File: config.mk
export PLATFORM = sky130hd
export DESIGN_NAME = a2lp_ram
export DESIGN_NICKNAME = d
export VERILOG_FILES = /design/src/rtl/annexb_to_length_prefixed_nal_macros.svh /design/src/rtl/a2lp_ram.sv
export SDC_FILE = /design/constraint.sdc
export NUM_CORES = 1
export LEC_CHECK = 0
export ABC_AREA = 1
export BUFFER_PORTS_ARGS = -buffer_cell sky130_fd_sc_hd__buf_2
export CAP_MARGIN = 20
export CORE_AREA = 3 3 134 136
export CTS_BUF_LIST = sky130_fd_sc_hd__clkbuf_4
export DETAILED_ROUTE_END_ITERATION = 12
export DIE_AREA = 0 0 137 139
export REMOVE_ABC_BUFFERS = 1
export SETUP_SLACK_MARGIN = 0.1
export SLEW_MARGIN = 25
export SYNTH_ARGS = -nofsm -noshare
export SYNTH_HDL_FRONTEND = slang
export SYNTH_SLANG_ARGS = --single-unit
export TNS_END_PERCENT = 30
File: constraint.sdc
create_clock -name aclk -period 1.2 [get_ports aclk]
set_input_delay 0.12 -clock aclk [delete_from_list [all_inputs] [get_ports aclk]]
set_output_delay 0.12 -clock aclk [all_outputs]
set_load 0.005 [all_outputs]
File: src/rtl/annexb_to_length_prefixed_nal_macros.svh
// ---------------------------------------------------------------------------
// Assertion macros
// Shared property forms for the length-prefixed NAL converter.
// ---------------------------------------------------------------------------
`ifndef ANNEXB_TO_LENGTH_PREFIXED_NAL_MACROS_SVH
`define ANNEXB_TO_LENGTH_PREFIXED_NAL_MACROS_SVH

// same-cycle implication, held off during reset
`define A2LP_ASSERT_IMP(label, ant, cons, msg) \
    label: assert property (@(posedge aclk) disable iff (!aresetn) (ant) |-> (cons)) \
        else $error(msg);

// next-cycle implication, held off during reset
`define A2LP_ASSERT_NXT(label, ant, cons, msg) \
    label: assert property (@(posedge aclk) disable iff (!aresetn) (ant) |=> (cons)) \
        else $error(msg);

`endif

File: src/rtl/a2lp_ram.sv
// ---------------------------------------------------------------------------
// a2lp_ram
// Generic single-write, single-read RAM with registered read data.
// ---------------------------------------------------------------------------
module a2lp_ram #(
    parameter int WIDTH = 8,
    parameter int DEPTH = 16
) (
    input  logic                                     aclk,
    input  logic                                     we,
    input  logic [((DEPTH > 1) ? $clog2(DEPTH) : 1)-1:0] waddr,
    input  logic [WIDTH-1:0]                         wdata,
    input  logic                                     re,
    input  logic [((DEPTH > 1) ? $clog2(DEPTH) : 1)-1:0] raddr,
    output logic [WIDTH-1:0]                         rdata
);

    logic [WIDTH-1:0] mem [DEPTH];

    always_ff @(posedge aclk) begin
        if (we) begin
            mem[waddr] <= wdata;
        end
        if (re) begin
            rdata <= mem[raddr];
        end
    end

endmodule

==> run metrics <==
status finished, violations left; failing checks setup timing; DP Wirelength 8780 µm; Final Power 8850 µW; Max Clock Skew 14.3 ps; Hold EP rdata[0]; Reg2Reg Capture Point rdata[0]; Routed WL 13,500 µm; slew margin rel. 52.5%; Min-Delay Startpoint raddr[2]; period utilization 102%; layout cells sized above 1 20.2%; R2R depth 6; CP Cell Sequence buf_2; post-CTS setup buffers 0; IO Port Bufs 26; Yosys cell types 11; area share of the largest cell type after synthesis 69.8%; min Tclk post-route 1230 ps; Synth area leader edfxtp_1; Die Y 139 µm; initial antenna violation count 1; worst setup margin -27.9 ps; Slew Limit Fails 0; Leak Pwr 0.00293 µW; Hold Path Depth 4; post-DR wirelength/cell 15.9 µm; starting density of the core 34.3%; Final ANT Viol Nets 0; Synth Warn # 0; Root Driver clkbuf_4; overall routing resource usage 14.7%; Cells after Synth 551; largest net degree at the start of global routing 44; Critical Path Sink Type output pin; Post-route DRC 0; CP max-delay cell edfxtp_1; Area Overhead vs Synth 18.3%; Max-cap violations 0; final hold vios 0; reg2reg start mem[1][0]; CTS clock-pin slew for the worst setup and hold paths 110 ps; Max Clk Rate 814 MHz; Buf/Inv on CP 1; placed inst area 6360 µm²; Placeable Area 17,100 µm²; Core Rows 48; synth top area cells edfxtp_1 (70%), nand2_1 (11%), nand3_1 (8.3%); Worst Hold Class primary input to flop; TritonCTS buffer count 17; flops & latches, synth 136; CP Max Fanout 1; critical path class flop to output pin; number of nets in the layout 629; fill count 1,641; aggregate global routing overflow 0; DRT iter0 DRCs 413; register area share after synthesis 69.8%; final setup vio count 5; Post-Syn Area 5850 µm²; # IOs 27; detailed-route via count 3,900; Clock Latency Late Sink 540 ps; r2r setup slk 110 ps; # H-tree levels 4; number of global-route vias before repair 3,876; TritonCTS clock tree yes; Worst EP required 1080 ps; DR vias/cell 4.59; arrival time worst endpoint 1110 ps; CTS sink cnt 136; peak supply drop 528 µV; router iterations before antenna repair 5; first-pass GRT wire length 21,100 µm; Max stage delay on crit path 430 ps; Least-Margin Pin Slew 711 ps; Die ar. 19,000 µm²; Avg Cell Area, Syn 10.6 µm²; RSZ-0062 raised after global routing yes; WHS 58.8 ps; chip width 137 µm; Power Density 1280 nW/µm²; pre-CTS WS -161 ps; Design Area, Final 6920 µm²; Longest Clk Path Bufs 2; Crit path max-delay family flip-flops; startpoint types flop; Routability Congestion 0.868
## registers in the layout (all words and copies together) (netlist names)
signal  flops
mem       128
rdata       8
## how the worst max path moves through the flow
stage                  start  depth (start not counted)  endpoint
floorplan           raddr[0]                          6  rdata[2]
global placement    raddr[1]                          6  rdata[5]
detailed placement  raddr[1]                          6  rdata[5]
CTS                 rdata[7]                          1  rdata[7]
global route        rdata[0]                          1  rdata[0]
finish              rdata[7]                          1  rdata[7]
## cell families (layout without fill, tap and decap cells)
family        after synthesis  in the layout  synth area share (%)
flops                     136            136                  69.8
other cells                 0              1                     0
simple gates              289            289                  20.8
buf+inv                   126            198                  9.39
## stage by stage
stage	std cells	TNS, ps	utilization, %
detailed placement	806	-987	37.3
global placement	806	-967	37.3
floorplan	527	-269	-
global route	849	-628	40.6
CTS	848	-381	39.6
finish	849	-94.2	40.6
## final cells by class
type                       count  area, µm²  share of cell area (%)
multi-input combinational    289       1410                    20.3
inverter                     102        383                    5.54
timing repair buffer          64        503                    7.27
antenna                        1       2.50                  0.0362
tap                          225        282                    4.07
clock buffer                  17        128                    1.85
clock inverter                15        129                    1.86
sequential                   136       4080                    59.0
## report_power, final
group	total (µW)	internal, µW	switching, µW
clock	2720	1020	1700
sequential	5380	5340	32.6
combinational	748	259	489
total	8850	6620	2230
## Yosys cell counts (all sizes together)
master,n
buf,24
edfxtp,136
inv,102
nand2,173
nand3,97
nand3b,2
nor2,17
## placed cells by master, fill, tap and decap left out, drive strengths merged
master / count
buf: 54
edfxtp: 136
nand2: 173
clkinvlp: 8
nand3: 97
nor2: 17
clkbuf: 17
clkinv: 3
dlygate4sd3: 10
nand3b: 2
bufinv: 1
diode: 1
inv: 105
## layer usage
layer	share of wire, %	GRT usage, %
met5	0	0
met1	46	21.0
met4	2.2	5.20
met2	45	21.8
met3	5.9	3.77
## timing repair
action,CTS,global route
gates cloned,0,0
setup endpoints to repair,12,16
pin swaps,0,24
hold endpoints to repair,114,0
gates resized for setup,7,33
hold buffers,10,0
(Power assumes the default switching activity.)
